<file path="src/rtl/pse_pkg.sv">
// Shared types, constants and helper functions of the PNG stored-deflate encoder.
package pse_pkg;

  // Depth of the pixel queue between the front and the back end.
  localparam int QUEUE_DEPTH = 4;
  localparam int QUEUE_PTR_W = 2;

  // Modulus of the Adler-32 sums.
  localparam logic [16:0] ADLER_MOD = 17'd65521;

  // Reflected CRC-32 polynomial.
  localparam logic [31:0] CRC_POLY = 32'hedb88320;
  localparam logic [31:0] CRC_INIT = 32'hffffffff;

  // Header byte positions that need special handling.
  localparam logic [5:0] HDR_IHDR_TYPE = 6'd12;
  localparam logic [5:0] HDR_IDAT_LEN  = 6'd33;
  localparam logic [5:0] HDR_IDAT_TYPE = 6'd37;
  localparam logic [5:0] HDR_LAST      = 6'd42;
  localparam logic [5:0] BLK_LAST      = 6'd4;
  localparam logic [5:0] TAIL_IEND_TYPE = 6'd12;
  localparam logic [5:0] TAIL_LAST     = 6'd19;

  // Head of the pixel queue as seen by the back end.
  typedef struct packed {
    logic       valid;
    logic [7:0] data;
  } q_item_t;

  // What an emitted byte does to the running chunk CRC.
  typedef enum logic [1:0] {
    CRC_KEEP    = 2'd0,
    CRC_ADD     = 2'd1,
    CRC_RESTART = 2'd2
  } crc_op_t;

  // One byte through the CRC-32, bit by bit.
  function automatic logic [31:0] crc_byte(input logic [31:0] crc, input logic [7:0] b);
    logic [31:0] c;
    c = crc ^ {24'd0, b};
    for (int k = 0; k < 8; k++) begin
      c = (c >> 1) ^ (CRC_POLY & {32{c[0]}});
    end
    return c;
  endfunction

  // Byte idx of a big-endian 32-bit word, idx 0 being the most significant.
  function automatic logic [7:0] be_byte(input logic [31:0] w, input logic [1:0] idx);
    logic [7:0] r;
    unique case (idx)
      2'd0: r = w[31:24];
      2'd1: r = w[23:16];
      2'd2: r = w[15:8];
      default: r = w[7:0];
    endcase
    return r;
  endfunction

endpackage

</file>
<file path="src/rtl/pse_queue.sv">
// Front end: accepts pixel byte requests and holds them in a short queue.
module pse_queue (
  input  logic             clk,
  input  logic             rst,
  input  logic             s_tvalid,
  output logic             s_tready,
  input  logic [7:0]       s_tdata,   // [7:0] pixel_byte
  output pse_pkg::q_item_t head,
  input  logic             pop
);

  logic [7:0] mem [pse_pkg::QUEUE_DEPTH];
  logic [pse_pkg::QUEUE_PTR_W-1:0] wr_ptr;
  logic [pse_pkg::QUEUE_PTR_W-1:0] rd_ptr;
  logic [pse_pkg::QUEUE_PTR_W:0]   count;
  logic push;
  logic do_pop;

  assign s_tready = (count != (pse_pkg::QUEUE_PTR_W+1)'(pse_pkg::QUEUE_DEPTH));
  assign push     = s_tvalid && s_tready;
  assign do_pop   = pop && (count != '0);

  assign head.valid = (count != '0);
  assign head.data  = mem[rd_ptr];

  // Storage write.
  always_ff @(posedge clk) begin
    if (push) begin
      mem[wr_ptr] <= s_tdata;
    end
  end

  // Pointers and fill count.
  always_ff @(posedge clk) begin
    if (rst) begin
      wr_ptr <= '0;
      rd_ptr <= '0;
      count  <= '0;
    end else begin
      if (push) begin
        wr_ptr <= wr_ptr + 1'b1;
      end
      if (do_pop) begin
        rd_ptr <= rd_ptr + 1'b1;
      end
      unique case ({push, do_pop})
        2'b10:   count <= count + 1'b1;
        2'b01:   count <= count - 1'b1;
        default: count <= count;
      endcase
    end
  end

endmodule

</file>
<file path="src/rtl/pse_emit.sv">
// Back end: sequences the PNG byte stream, with CRC-32, Adler-32 and length math.
module pse_emit #(
  parameter int MAX_WIDTH        = 4096,
  parameter int MAX_HEIGHT       = 4096,
  parameter int STORED_BLOCK_MAX = 65535
) (
  input  logic             clk,
  input  logic             rst,
  input  logic [12:0]      image_width,
  input  logic [12:0]      image_height,
  input  pse_pkg::q_item_t head,
  output logic             pop,
  output logic             m_tvalid,
  input  logic             m_tready,
  output logic [7:0]       m_tdata,
  output logic             m_tlast,
  output logic             m_tuser
);

  localparam int DW = $clog2(MAX_WIDTH + 1);
  localparam int HW = $clog2(MAX_HEIGHT + 1);
  localparam int CW = $clog2(4 * MAX_WIDTH + 1);
  localparam longint RAW_MAX = longint'(MAX_HEIGHT) * (4 * longint'(MAX_WIDTH) + 1);
  localparam int RW = $clog2(RAW_MAX + 1);
  localparam int NW = $clog2(RAW_MAX + longint'(STORED_BLOCK_MAX));

  // Reciprocal of the block size, exact for every numerator below 2**NW.
  localparam int DLOG = $clog2(STORED_BLOCK_MAX);
  localparam int SH   = NW + DLOG;
  localparam longint RECIP = ((longint'(1) << SH) + longint'(STORED_BLOCK_MAX) - 1) /
                             longint'(STORED_BLOCK_MAX);
  localparam int MW = $clog2(RECIP + 1);
  localparam logic [MW-1:0] RECIP_M = MW'(RECIP);

  // Steps of the length calculation.
  localparam logic [1:0] CALC_LOAD = 2'd0;
  localparam logic [1:0] CALC_MUL  = 2'd1;
  localparam logic [1:0] CALC_LEN  = 2'd2;
  localparam logic [1:0] CALC_IDLE = 2'd3;

  typedef enum logic [3:0] {
    ST_DATA = 4'b0001,
    ST_HEAD = 4'b0010,
    ST_BLK  = 4'b0100,
    ST_TAIL = 4'b1000
  } state_t;

  state_t state;
  logic [5:0]    step;
  logic          in_image;
  logic          need_filter;
  logic [DW-1:0] lat_w;
  logic [HW-1:0] lat_h;
  logic [CW-1:0] col;
  logic [15:0]   block_left;
  logic [15:0]   blk_cnt;
  logic          blk_final;
  logic [RW-1:0] raw_left;
  logic [31:0]   idat_length;
  logic [15:0]   adler_a;
  logic [15:0]   adler_b;
  logic [31:0]   crc;

  // Length calculation: raw count, then block count by reciprocal multiplication.
  logic [1:0]       calc_cnt;
  logic             calc_done;
  logic [NW-1:0]    div_num;
  logic [NW-1:0]    div_q;
  logic [NW+MW-1:0] div_prod;

  logic out_free;
  assign out_free = !m_tvalid || m_tready;

  // Clamped dimensions for a new image.
  logic [DW-1:0] w_cl;
  logic [HW-1:0] h_cl;
  always_comb begin
    if (image_width == '0) begin
      w_cl = DW'(1);
    end else if (32'(image_width) > 32'(MAX_WIDTH)) begin
      w_cl = DW'(MAX_WIDTH);
    end else begin
      w_cl = DW'(image_width);
    end
    if (image_height == '0) begin
      h_cl = HW'(1);
    end else if (32'(image_height) > 32'(MAX_HEIGHT)) begin
      h_cl = HW'(MAX_HEIGHT);
    end else begin
      h_cl = HW'(image_height);
    end
  end

  // Raw byte count of the image: height times one row plus its filter byte.
  logic [RW-1:0] raw_prod;
  assign raw_prod = RW'(lat_h) * RW'({lat_w, 2'b01});

  // Rounded-up block count as a product with the reciprocal.
  assign div_prod = (NW+MW)'(div_num) * (NW+MW)'(RECIP_M);

  // Adler-32 update for the raw byte in flight.
  logic [7:0]  raw_byte;
  logic [16:0] a_sum;
  logic [16:0] a_mod;
  logic [16:0] b_sum;
  logic [16:0] b_mod;
  assign raw_byte = need_filter ? 8'd0 : head.data;
  assign a_sum = {1'b0, adler_a} + 17'(raw_byte);
  assign a_mod = (a_sum >= pse_pkg::ADLER_MOD) ? a_sum - pse_pkg::ADLER_MOD : a_sum;
  assign b_sum = {1'b0, adler_b} + a_mod;
  assign b_mod = (b_sum >= pse_pkg::ADLER_MOD) ? b_sum - pse_pkg::ADLER_MOD : b_sum;

  // Column wrap at the end of a row.
  logic [CW-1:0] col_inc;
  logic          row_end;
  assign col_inc = col + 1'b1;
  assign row_end = ((DW+2)'(col_inc) == {lat_w, 2'b00});

  // Header, block header and trailer bytes by step.
  logic [31:0] crc_out;
  assign crc_out = ~crc;

  logic [7:0]        hdr_byte;
  pse_pkg::crc_op_t  hdr_op;
  always_comb begin
    hdr_op = pse_pkg::CRC_ADD;
    unique case (step)
      6'd0: hdr_byte = 8'h89;
      6'd1: hdr_byte = 8'h50;
      6'd2: hdr_byte = 8'h4e;
      6'd3: hdr_byte = 8'h47;
      6'd4: hdr_byte = 8'h0d;
      6'd5: hdr_byte = 8'h0a;
      6'd6: hdr_byte = 8'h1a;
      6'd7: hdr_byte = 8'h0a;
      6'd8, 6'd9, 6'd10: hdr_byte = 8'h00;
      6'd11: hdr_byte = 8'd13;
      6'd12: hdr_byte = 8'h49;
      6'd13: hdr_byte = 8'h48;
      6'd14: hdr_byte = 8'h44;
      6'd15: hdr_byte = 8'h52;
      6'd16, 6'd17, 6'd18, 6'd19: hdr_byte = pse_pkg::be_byte(32'(lat_w), step[1:0]);
      6'd20, 6'd21, 6'd22, 6'd23: hdr_byte = pse_pkg::be_byte(32'(lat_h), step[1:0]);
      6'd24: hdr_byte = 8'd8;
      6'd25: hdr_byte = 8'd6;
      6'd26, 6'd27, 6'd28: hdr_byte = 8'd0;
      6'd29, 6'd30, 6'd31, 6'd32:
        hdr_byte = pse_pkg::be_byte(crc_out, 2'(step - 6'd29));
      6'd33, 6'd34, 6'd35, 6'd36:
        hdr_byte = pse_pkg::be_byte(idat_length, 2'(step - 6'd33));
      6'd37: hdr_byte = 8'h49;
      6'd38: hdr_byte = 8'h44;
      6'd39: hdr_byte = 8'h41;
      6'd40: hdr_byte = 8'h54;
      6'd41: hdr_byte = 8'h78;
      6'd42: hdr_byte = 8'h01;
      default: hdr_byte = 8'h00;
    endcase
    if (step == pse_pkg::HDR_IHDR_TYPE || step == pse_pkg::HDR_IDAT_TYPE) begin
      hdr_op = pse_pkg::CRC_RESTART;
    end else if (step < pse_pkg::HDR_IHDR_TYPE ||
                 (step >= 6'd29 && step < pse_pkg::HDR_IDAT_TYPE)) begin
      hdr_op = pse_pkg::CRC_KEEP;
    end
  end

  logic [7:0] blk_byte;
  always_comb begin
    unique case (step[2:0])
      3'd0: blk_byte = {7'd0, blk_final};
      3'd1: blk_byte = blk_cnt[7:0];
      3'd2: blk_byte = blk_cnt[15:8];
      3'd3: blk_byte = ~blk_cnt[7:0];
      default: blk_byte = ~blk_cnt[15:8];
    endcase
  end

  logic [7:0]       tail_byte;
  pse_pkg::crc_op_t tail_op;
  always_comb begin
    tail_op = pse_pkg::CRC_KEEP;
    unique case (step)
      6'd0, 6'd1, 6'd2, 6'd3:
        tail_byte = pse_pkg::be_byte({adler_b, adler_a}, step[1:0]);
      6'd4, 6'd5, 6'd6, 6'd7:
        tail_byte = pse_pkg::be_byte(crc_out, step[1:0]);
      6'd12: tail_byte = 8'h49;
      6'd13: tail_byte = 8'h45;
      6'd14: tail_byte = 8'h4e;
      6'd15: tail_byte = 8'h44;
      6'd16, 6'd17, 6'd18, 6'd19:
        tail_byte = pse_pkg::be_byte(crc_out, step[1:0]);
      default: tail_byte = 8'h00;
    endcase
    if (step < 6'd4 || (step > pse_pkg::TAIL_IEND_TYPE && step < 6'd16)) begin
      tail_op = pse_pkg::CRC_ADD;
    end else if (step == pse_pkg::TAIL_IEND_TYPE) begin
      tail_op = pse_pkg::CRC_RESTART;
    end
  end

  // Byte chosen for this cycle, and what it does.
  logic             emit;
  logic [7:0]       emit_byte;
  pse_pkg::crc_op_t emit_op;
  logic             emit_last;
  logic             emit_end;
  logic             head_wait;
  assign head_wait = (step == pse_pkg::HDR_IDAT_LEN) && !calc_done;

  always_comb begin
    emit      = 1'b0;
    emit_byte = raw_byte;
    emit_op   = pse_pkg::CRC_ADD;
    emit_last = 1'b0;
    emit_end  = 1'b0;
    pop       = 1'b0;
    unique case (state)
      ST_DATA: begin
        if (out_free && head.valid && in_image && block_left != '0) begin
          emit = 1'b1;
          if (!need_filter) begin
            pop       = 1'b1;
            emit_last = (raw_left != RW'(1));
          end
        end
      end
      ST_HEAD: begin
        emit      = out_free && !head_wait;
        emit_byte = hdr_byte;
        emit_op   = hdr_op;
      end
      ST_BLK: begin
        emit      = out_free;
        emit_byte = blk_byte;
      end
      default: begin
        emit      = out_free;
        emit_byte = tail_byte;
        emit_op   = tail_op;
        emit_last = (step == pse_pkg::TAIL_LAST);
        emit_end  = (step == pse_pkg::TAIL_LAST);
      end
    endcase
  end

  // Output register.
  always_ff @(posedge clk) begin
    if (rst) begin
      m_tvalid <= 1'b0;
    end else if (out_free) begin
      m_tvalid <= emit;
    end
  end

  always_ff @(posedge clk) begin
    if (emit) begin
      m_tdata <= emit_byte;
      m_tlast <= emit_last;
      m_tuser <= emit_end;
    end
  end

  // Running chunk CRC.
  always_ff @(posedge clk) begin
    if (rst) begin
      crc <= pse_pkg::CRC_INIT;
    end else if (emit) begin
      unique case (emit_op)
        pse_pkg::CRC_ADD:     crc <= pse_pkg::crc_byte(crc, emit_byte);
        pse_pkg::CRC_RESTART: crc <= pse_pkg::crc_byte(pse_pkg::CRC_INIT, emit_byte);
        default:              crc <= crc;
      endcase
    end
  end

  // Length calculation datapath: load, multiply, then the IDAT length.
  always_ff @(posedge clk) begin
    if (calc_cnt == CALC_LOAD) begin
      div_num <= NW'(raw_prod) + NW'(STORED_BLOCK_MAX - 1);
    end
    if (calc_cnt == CALC_MUL) begin
      div_q <= NW'(div_prod >> SH);
    end
    if (calc_cnt == CALC_LEN) begin
      idat_length <= 32'd6 + 32'(raw_left) + 32'(div_q) + (32'(div_q) << 2);
    end
  end

  // Sequencer.
  always_ff @(posedge clk) begin
    if (rst) begin
      state       <= ST_DATA;
      step        <= '0;
      in_image    <= 1'b0;
      need_filter <= 1'b0;
      lat_w       <= DW'(1);
      lat_h       <= HW'(1);
      col         <= '0;
      block_left  <= '0;
      blk_cnt     <= '0;
      blk_final   <= 1'b0;
      raw_left    <= '0;
      adler_a     <= 16'd1;
      adler_b     <= '0;
      calc_cnt    <= CALC_IDLE;
      calc_done   <= 1'b0;
    end else begin
      if (calc_cnt == CALC_LOAD) begin
        raw_left <= raw_prod;
      end
      if (calc_cnt != CALC_IDLE) begin
        calc_cnt <= calc_cnt + 1'b1;
      end
      if (calc_cnt == CALC_LEN) begin
        calc_done <= 1'b1;
      end
      unique case (state)
        ST_DATA: begin
          if (out_free && head.valid) begin
            if (!in_image) begin
              // New image: latch dimensions and start the header.
              lat_w       <= w_cl;
              lat_h       <= h_cl;
              in_image    <= 1'b1;
              need_filter <= 1'b1;
              col         <= '0;
              block_left  <= '0;
              adler_a     <= 16'd1;
              adler_b     <= '0;
              calc_cnt    <= CALC_LOAD;
              calc_done   <= 1'b0;
              step        <= '0;
              state       <= ST_HEAD;
            end else if (block_left == '0) begin
              // Next raw byte opens a stored block.
              blk_final <= (32'(raw_left) <= 32'(STORED_BLOCK_MAX));
              blk_cnt   <= (32'(raw_left) > 32'(STORED_BLOCK_MAX)) ?
                           16'(STORED_BLOCK_MAX) : 16'(raw_left);
              step      <= '0;
              state     <= ST_BLK;
            end else begin
              adler_a    <= a_mod[15:0];
              adler_b    <= b_mod[15:0];
              block_left <= block_left - 1'b1;
              raw_left   <= raw_left - 1'b1;
              if (need_filter) begin
                need_filter <= 1'b0;
              end else begin
                if (row_end) begin
                  col         <= '0;
                  need_filter <= 1'b1;
                end else begin
                  col <= col_inc;
                end
                if (raw_left == RW'(1)) begin
                  step  <= '0;
                  state <= ST_TAIL;
                end
              end
            end
          end
        end
        ST_HEAD: begin
          if (emit) begin
            step <= step + 1'b1;
            if (step == pse_pkg::HDR_LAST) begin
              state <= ST_DATA;
            end
          end
        end
        ST_BLK: begin
          if (emit) begin
            step <= step + 1'b1;
            if (step == pse_pkg::BLK_LAST) begin
              block_left <= blk_cnt;
              state      <= ST_DATA;
            end
          end
        end
        default: begin
          if (emit) begin
            step <= step + 1'b1;
            if (step == pse_pkg::TAIL_LAST) begin
              in_image    <= 1'b0;
              need_filter <= 1'b0;
              col         <= '0;
              block_left  <= '0;
              state       <= ST_DATA;
            end
          end
        end
      endcase
    end
  end

endmodule

</file>
<file path="src/rtl/png_stored_deflate_encoder_core.sv">
// Top level of the PNG encoder that wraps RGBA8 pixels in stored deflate blocks.
//
// Pixel bytes (R, G, B, A, raster order) enter on the s_ side and the complete
// PNG file leaves on the m_ side, at most one byte per cycle, held back by
// m_tready, the queue or the IDAT length: signature, IHDR, one IDAT with zlib
// header, stored blocks and Adler-32, then IEND. The output byte lane sets the
// rate: a pixel byte is one byte, a row start adds a filter byte, a block start
// adds five header bytes, an image's first byte adds 43 header bytes, and the
// last byte adds 20 trailer bytes. The output register and the four-entry pixel
// queue let requests keep arriving while results wait. Width and height are
// latched at the first byte of each image; write them only between images.
module png_stored_deflate_encoder_core #(
  parameter int MAX_WIDTH        = 4096,
  parameter int MAX_HEIGHT       = 4096,
  parameter int STORED_BLOCK_MAX = 65535
) (
  input  logic        clk,
  input  logic        rst,
  input  logic        s_tvalid,
  output logic        s_tready,
  input  logic [7:0]  s_tdata,    // [7:0] pixel_byte
  output logic        m_tvalid,
  input  logic        m_tready,
  output logic [7:0]  m_tdata,    // [7:0] out_byte
  output logic        m_tlast,    // run_last
  output logic        m_tuser,    // [0] image_end
  input  logic        cfg_valid,
  output logic        cfg_ready,
  input  logic [1:0]  cfg_index,
  input  logic [12:0] cfg_data
);

  localparam logic [1:0] REG_WIDTH  = 2'd0;
  localparam logic [1:0] REG_HEIGHT = 2'd1;

  logic [12:0] image_width;
  logic [12:0] image_height;
  pse_pkg::q_item_t head;
  logic pop;

  assign cfg_ready = 1'b1;

  // Configuration registers.
  always_ff @(posedge clk) begin
    if (rst) begin
      image_width  <= 13'd1;
      image_height <= 13'd1;
    end else if (cfg_valid) begin
      if (cfg_index == REG_WIDTH) begin
        image_width <= cfg_data;
      end else if (cfg_index == REG_HEIGHT) begin
        image_height <= cfg_data;
      end
    end
  end

  pse_queue u_queue (
    .clk      (clk),
    .rst      (rst),
    .s_tvalid (s_tvalid),
    .s_tready (s_tready),
    .s_tdata  (s_tdata),
    .head     (head),
    .pop      (pop)
  );

  pse_emit #(
    .MAX_WIDTH        (MAX_WIDTH),
    .MAX_HEIGHT       (MAX_HEIGHT),
    .STORED_BLOCK_MAX (STORED_BLOCK_MAX)
  ) u_emit (
    .clk          (clk),
    .rst          (rst),
    .image_width  (image_width),
    .image_height (image_height),
    .head         (head),
    .pop          (pop),
    .m_tvalid     (m_tvalid),
    .m_tready     (m_tready),
    .m_tdata      (m_tdata),
    .m_tlast      (m_tlast),
    .m_tuser      (m_tuser)
  );

endmodule

</file>
<file path="config.mk">
export PLATFORM = sky130hd
export DESIGN_NAME = png_stored_deflate_encoder_core
export DESIGN_NICKNAME = d
export VERILOG_FILES = /design/src/rtl/pse_pkg.sv /design/src/rtl/pse_queue.sv /design/src/rtl/pse_emit.sv /design/src/rtl/png_stored_deflate_encoder_core.sv
export SDC_FILE = /design/constraint.sdc
export NUM_CORES = 1
export LEC_CHECK = 0
export BUFFER_PORTS_ARGS = -buffer_cell sky130_fd_sc_hd__buf_2
export CAP_MARGIN = 20
export CELL_PAD_IN_SITES_DETAIL_PLACEMENT = 1
export CELL_PAD_IN_SITES_GLOBAL_PLACEMENT = 1
export CORE_MARGIN = 2
export CORE_UTILIZATION = 50
export CTS_CLUSTER_SIZE = 8
export DETAILED_ROUTE_END_ITERATION = 16
export PLACE_DENSITY_LB_ADDON = 0.1
export SLEW_MARGIN = 20
export SYNTH_ARGS = -nofsm -noshare
export SYNTH_HDL_FRONTEND = slang
export SYNTH_SLANG_ARGS = --single-unit
</file>
<file path="constraint.sdc">
create_clock -name clk -period 12.6 [get_ports clk]
set_clock_uncertainty 0.15 [all_clocks]
set_input_delay 0 -clock clk [delete_from_list [all_inputs] [get_ports clk]]
set_output_delay 0 -clock clk [all_outputs]
set_load 0.05 [all_outputs]
</file>
==> impl_metrics.csv, run 1 <==
group,metric,value,unit
run_status,status,"finished clean",
critical_path,arrival,9.21,ns
logic_synthesis,syn_area,28390,um^2
detailed_routing,vias_per_cell,6.097,
critical_path,cp-start-kind,"flop",
power,combPwrFrac,59.9,%
floorplan,io_pins,41,
clock_tree,cts_root_buf,"clkbuf_16",
floorplan,die_h,242.3,um
clock_tree,h-tree-depth,2,
global_routing,grtUsageMet1,38.73,%
clock_tree,cts_resized,0,
logic_synthesis,yosysTopAreaCellShare,15.23,%
logic_synthesis,synth_warnings,0,
sta,fmax,112.7,MHz
global_routing,busiest_layer,"met2",
global_routing,gr-total-overflow,0,
floorplan,core-area,56280,um^2
detailed_routing,dr.pass1.iters,8,
logic_synthesis,synthFlopType,"dfxtp_1",
floorplan,dieArea,58710,um^2
detailed_routing,dr.first_iter.drc_count,1674,
logic_synthesis,synth_nets,3683,
placement,io_buffer_count,39,
logic_synthesis,synth-edff-count,110,
detailed_routing,drc,0,
global_routing,grtUsageTotal,32.11,%
detailed_routing,routed_wl,94.76,mm
sta,fin_setup_tns,0,ns
clock_tree,clockBufferDepth,3,
logic_synthesis,ys_types,105,
power,p_per_area,221.7,nW/um^2
clock_tree,cts_hold_buf,49,
sta,setup_viol,0,
floorplan,fp.dieW,242.3,um
run,cap_viol_max_count,0,
detailed_routing,vias,24680,
sta,fin_crit_sh,70.40,%
logic_synthesis,ys_ff_latch,326,
logic_synthesis,async_flop_share,0,%
critical_path,crit_path_end_kind,"flop",
sta,hold_slack,0.05615,ns
logic_synthesis,synthTopCellsByArea,"dfxtp_1 15%, edfxtp_1 12%, ha_1 10%",
floorplan,rows,87,
clock_tree,clk-insertion-delay-late,0.58,ns
min_path,hp-start,"s_tdata[7]",
finish,finalNetCount,3676,
logic_synthesis,synthCells,3272,
critical_path,cp_max_fo,16,
power,power_frac_clock,17.6,%
logic_synthesis,synthTopCellsByCount,"361 x nand2_1, 273 x nor2_1, 263 x inv_1, 237 x ha_1, 216 x dfxtp_1",
logic_synthesis,synth_top_cell_by_area,"dfxtp_1",
clock_tree,postCtsSetupRepairBufs,0,
sta,worstMarginPinSlew,1.202,ns
sta,slew_headroom,19.76,%
detailed_routing,antenna_left,0,
sta,hold_violations,0,
sta,drv_slew,0,
logic_synthesis,ys_seq_area_share,26.86,%
power,power,6.858,mW
power,ir_drop,261.0,uV
power,power.switching,3.166,mW
global_routing,grt_pass1_wl,149.7,mm
global_routing,globalRouteMet2Util,58.66,%
detailed_routing,avgRoutedWirePerCell,23.41,um
floorplan,start_util,50.45,%
power,p_leak,12.85,nW
placement,dp_hpwl,68.88,mm
critical_path,crit_type,"flop to flop",
sta,rsz0062_at_grt,"no",
finish,drive_gt1_share,5.986,%
clock_tree,clkSinkCount,326,
power,sw_frac_of_total,46.17,%
global_routing,grt_max_degree,77,
placement,finalWeightedCongestion,0.9042,
global_routing,antenna_found_initial,0,
global_routing,grt.met3_usage,3.312,%
clock_tree,clkTransAtPathRegs,0.05,ns
finish,area_delta_synth_final,8.972,%
min_path,hp-class,"primary input to flop",
clock_tree,cts_buffers,47,
logic_synthesis,yosysMostFrequentCell,"nand2_1",
critical_path,cp.required,12.94,ns
sta,period_minus_slack,8.871,ns
global_routing,grt_pass1_vias,26380,
clock_tree,cts_tree,"yes",
logic_synthesis,syn_avg_cell_area,8.678,um^2
power,intPower,3.692,mW
power,p_seq_share,22.5,%
## critical path, cell delays in order, from the launching register on
cell,delay (ns)
dfxtp_1,0.74
mux2i_1,0.17
o22ai_1,0.38
ha_1,0.32
a21o_1,0.16
a21o_1,0.22
a2111oi_0,0.85
o31ai_1,0.41
a31o_2,0.36
a211oi_1,0.37
a31oi_1,0.32
xnor2_1,0.31
ha_1,0.22
inv_1,0.06
fa_1,0.40
and3b_1,0.31
o21a_1,0.20
o21a_1,0.19
nor3_1,0.07
or4b_2,0.64
a311oi_1,0.50
nand3_1,0.21
nor3_1,0.29
a31o_2,0.44
nand4_1,0.16
xnor2_1,0.15
o21ai_0,0.18
## cell families after synthesis
kind of cell,synth area share (%)
fa+ha+maj,20.81
xor+xnor,10.13
mux,1.247
compound gates,16.07
flops,26.86
other cells,0.02645
buf+inv,6.068
simple gates,18.79
## layout make-up
class / count / area (um^2)
Clock buffer: 74 / 1340
Sequential cell: 326 / 7629
Inverter: 265 / 994.7
Antenna cell: 1 / 2.502
Multi-Input combinational cell: 2504 / 19080
Tap cell: 756 / 945.9
Timing Repair Buffer: 121 / 939.7
Clock inverter: 1 / 5.005
Fill cell: 6612 / 25340
## power by group through the flow
stage,combinational [mW],sequential [mW],clock (mW)
floorplan,3.11,1.49,0
global placement,3.89,1.55,0
detailed placement,4.05,1.56,0
CTS,4.09,1.54,1.22
global route,4.48,1.56,1.26
finish,4.11,1.55,1.20
## through the flow
stage	util, %	instance area, um^2	worst slack (ns)	cells
2_1_floorplan	-	28390	5.190	3272
5_1_grt	54.97	30940	3.267	4047
4_1_cts	54.96	30930	3.836	4047
3_3_place_gp	51.70	29090	4.335	3923
6_report	54.98	30940	3.729	4048
3_5_place_dp	51.70	29090	3.859	3923
## final timing paths
check | to | slack, ns | depth (start not counted)
setup / recovery | u_emit.adler_b[9] | 3.73 | 26
hold / removal | u_queue.mem[3][7] | 0.06 | 2
setup reg to reg | u_emit.adler_b[9] | 3.73 | 26
hold reg to reg | image_height[5] | 0.34 | 2
## layer usage
layer	routed length [um]	share of wire, %	vias to the layer above
met4	3569	3.8	0
met3	3443	3.6	214
met1	38660	41	12570
met5	0	0	-
li1	-	-	11320
met2	49090	52	578
## registers in the layout, indices dropped and copies added (netlist names), 3 cells and up, named ones only
name / flops
image_width: 13
u_queue.count: 3
u_emit.raw_left: 27
u_emit.blk_cnt: 16
u_emit.lat_w: 13
u_emit.idat_length: 29
u_emit.m_tdata: 8
u_emit.block_left: 16
u_emit.adler_b: 16
u_emit.crc: 32
u_emit.col: 15
u_emit.adler_a: 16
u_emit.lat_h: 13
u_emit.state: 4
u_emit.div_num: 27
u_emit.step: 6
u_emit.div_q: 12
image_height: 13
u_queue.mem: 32
## layout by cell type, fill, tap and decap left out, types with 20 or more instances in the layout
| cell | instances |
|---|---|
| a211o_1 | 27 |
| a211oi_1 | 39 |
| a21o_1 | 21 |
| a21oi_1 | 189 |
| a22o_1 | 24 |
| a22oi_1 | 27 |
| and2_1 | 76 |
| and3_1 | 28 |
| buf_2 | 38 |
| buf_4 | 33 |
| clkbuf_1 | 23 |
| clkbuf_16 | 49 |
| dfxtp_1 | 215 |
| dlygate4sd3_1 | 49 |
| edfxtp_1 | 110 |
| fa_1 | 146 |
| ha_1 | 235 |
| inv_1 | 263 |
| mux2i_1 | 23 |
| nand2_1 | 361 |
| nand2b_1 | 35 |
| nand3_1 | 64 |
| nand4_1 | 24 |
| nor2_1 | 272 |
| nor2b_1 | 30 |
| nor3_1 | 89 |
| nor4_1 | 26 |
| o21ai_0 | 118 |
| o21bai_1 | 20 |
| xnor2_1 | 201 |
| xor2_1 | 94 |
No activity file was read; power rests on OpenSTA's default activity.
==> run 2: changes to the inputs <==
CORE_UTILIZATION = 46   (was 50)
clock period = 8.1 ns   (was 12.6 ns; I/O delays follow)
==> run 2 against run 1 <==
Compared with the run above:
- sequential share of layout area shrank 0.25 points
- wire length shrank 1.5%
- count of clock-buffer cells in the layout grew 1
- fmax grew 14%
- worst setup slack lost 3.4 ns
- register-to-register slack lost 3.4 ns
- die area grew 8.5%
- clock power grew 60%
- critical path depth grew 2
- combinational power grew 55%
- worst hold slack lost 0.016 ns
- critical path type unchanged
- largest cell class unchanged
==> impl_metrics.csv, run 2 (synthesis gave the netlist of run 1 again) <==
group,metric,value,unit
run_status,status,"finished clean",
detailed_routing,dr.pass1.iters,8,
sta,period_minus_slack,7.776,ns
placement,finalWeightedCongestion,0.9017,
finish,multi_input_area,19110,um^2
global_routing,gr-total-overflow,0,
detailed_routing,drc,0,
global_routing,grt_pass1_vias,25870,
critical_path,crit_path_end_kind,"flop",
detailed_routing,avgRoutedWirePerCell,22.71,um
finish,layout.cells.non_filler,4111,
detailed_routing,routed_wl,93.36,mm
global_routing,grt_pass1_wl,146.0,mm
clock_tree,h-tree-depth,2,
finish,finalNetCount,3702,
placement,placedCellCount,3976,
clock_tree,clk-insertion-delay-late,0.60,ns
critical_path,cp.required,8.47,ns
critical_path,cp_slowest_cell,"or4b_2",
power,p_per_area,341.0,nW/um^2
run,cap_viol_max_count,0,
finish,reg_top3,"u_emit.crc x32, u_queue.mem x32, u_emit.idat_length x29",
sta,drv_slew,0,
clock_tree,clockBufferDepth,3,
global_routing,grtUsageTotal,29.14,%
floorplan,fp.dieW,252.4,um
floorplan,io_pins,41,
floorplan,core-area,61370,um^2
sta,fmax,128.6,MHz
clock_tree,clkTransAtPathRegs,0.06,ns
detailed_routing,vias,24460,
critical_path,cp-start-kind,"flop",
sta,slew_headroom,30.67,%
detailed_routing,vias_per_cell,5.950,
floorplan,die_h,252.4,um
detailed_routing,dr.first_iter.drc_count,1411,
clock_tree,clkSinkCount,326,
critical_path,max_stage_delay,0.67,ns
critical_path,crit_type,"flop to flop",
power,power,10.66,mW
finish,area_delta_synth_final,10.07,%
sta,worstMarginPinSlew,1.038,ns
global_routing,grt_max_degree,65,
finish,final_cell_mix,"361 x nand2_1, 272 x nor2_1, 263 x inv_1",
clock_tree,cts_buffers,48,
clock_tree,cts_tree,"yes",
critical_path,arrival,8.15,ns
clock_tree,cts_root_buf,"clkbuf_16",
global_routing,antenna_found_initial,2,
finish,n_antenna_cell,0,
placement,dp_hpwl,69.36,mm
power,ir_drop,328.1,uV
power,p_leak,13.01,nW
floorplan,start_util,46.27,%
sta,fin_crit_sh,96.00,%
floorplan,rows,91,
placement,io_buffer_count,39,
floorplan,dieArea,63730,um^2
detailed_routing,antenna_left,0,
sta,hold_violations,0,
min_path,hp-class,"primary input to flop",
finish,layout.cells.most_common,"nand2_1",
clock_tree,postCtsSetupRepairBufs,0,
finish,register_area,7629,um^2
finish,drive_gt1_share,6.745,%
critical_path,cp_max_fo,16,
finish,n_fill_cell,7145,
sta,setup_viol,0,
run 2: changes by cell type in the layout (fill, tap and decap cells not counted), sizes merged:
cell / previous run / this run
buf: 72 / 91
clkbuf: 74 / 76
clkinv: 2 / 4
diode: 1 / 0
dlygate4sd3: 49 / 54
inv: 264 / 266
run 2: cell type report:
type	count	area share (%)
flip-flops and latches	326	24.41
clock inverters	5	0.1762
inverters	265	3.183
clock buffers	75	4.268
multi-input cells	2504	61.16
well taps	790	3.163
repair buffers	146	3.639
run 2: per-layer routing:
metal | GRT usage, % | routed length, um | vias to the layer above
met5 | 0 | 27 | -
met4 | 12.32 | 4251 | 4
met1 | 35.67 | 38690 | 12270
li1 | - | - | 11400
met3 | 3.512 | 3779 | 229
met2 | 51.61 | 46610 | 563
run 2: final timing paths:
path                   start  slack [ns]                  to  depth (start not counted)
min reg2reg  image_height[4]        0.33     image_height[4]                          2
max reg2reg             flop        0.32  u_emit.adler_b[11]                         28
max                     flop        0.32  u_emit.adler_b[11]                         28
min               s_tdata[5]        0.04   u_queue.mem[0][5]                          2
run 2: worst max-delay path, delay by kind of cell (launching register included):
family | cells | cell delay (ns)
xor+xnor | 3 | 0.52
fa+ha+maj | 3 | 0.93
compound gates | 12 | 3.28
simple gates | 7 | 1.95
buf+inv | 3 | 0.48
flops | 1 | 0.39
run 2: through the flow:
stage                     TNS [ns]  hold slack, ns  worst slack (ns)  util, %  area (um^2)
after floorplan                  0        -0.05113            0.6896        -        28390
after global placement           0         0.06677            0.4168    47.71        29280
after detailed placement         0         0.07319            0.2292    47.71        29280
after CTS                        0        0.004293            0.2140    50.86        31210
after global routing        -1.707         0.05597           -0.1764    50.92        31250
final                            0         0.03970            0.3243    50.92        31250
run 2: timing repair:
action / CTS / global route
endpoints found under the setup margin: 0 / 16
hold buffers: 54 / 0
endpoints found under the hold margin: 154 / 0
gates resized for setup: 0 / 7
run 2: power breakdown:
part / switching, mW / leakage [nW] / internal (mW) / total (mW)
Clock: 0.797 / 0.672 / 1.12 / 1.92
Combinational: 3.76 / 9.58 / 2.59 / 6.35
Sequential: 0.333 / 2.76 / 2.05 / 2.39
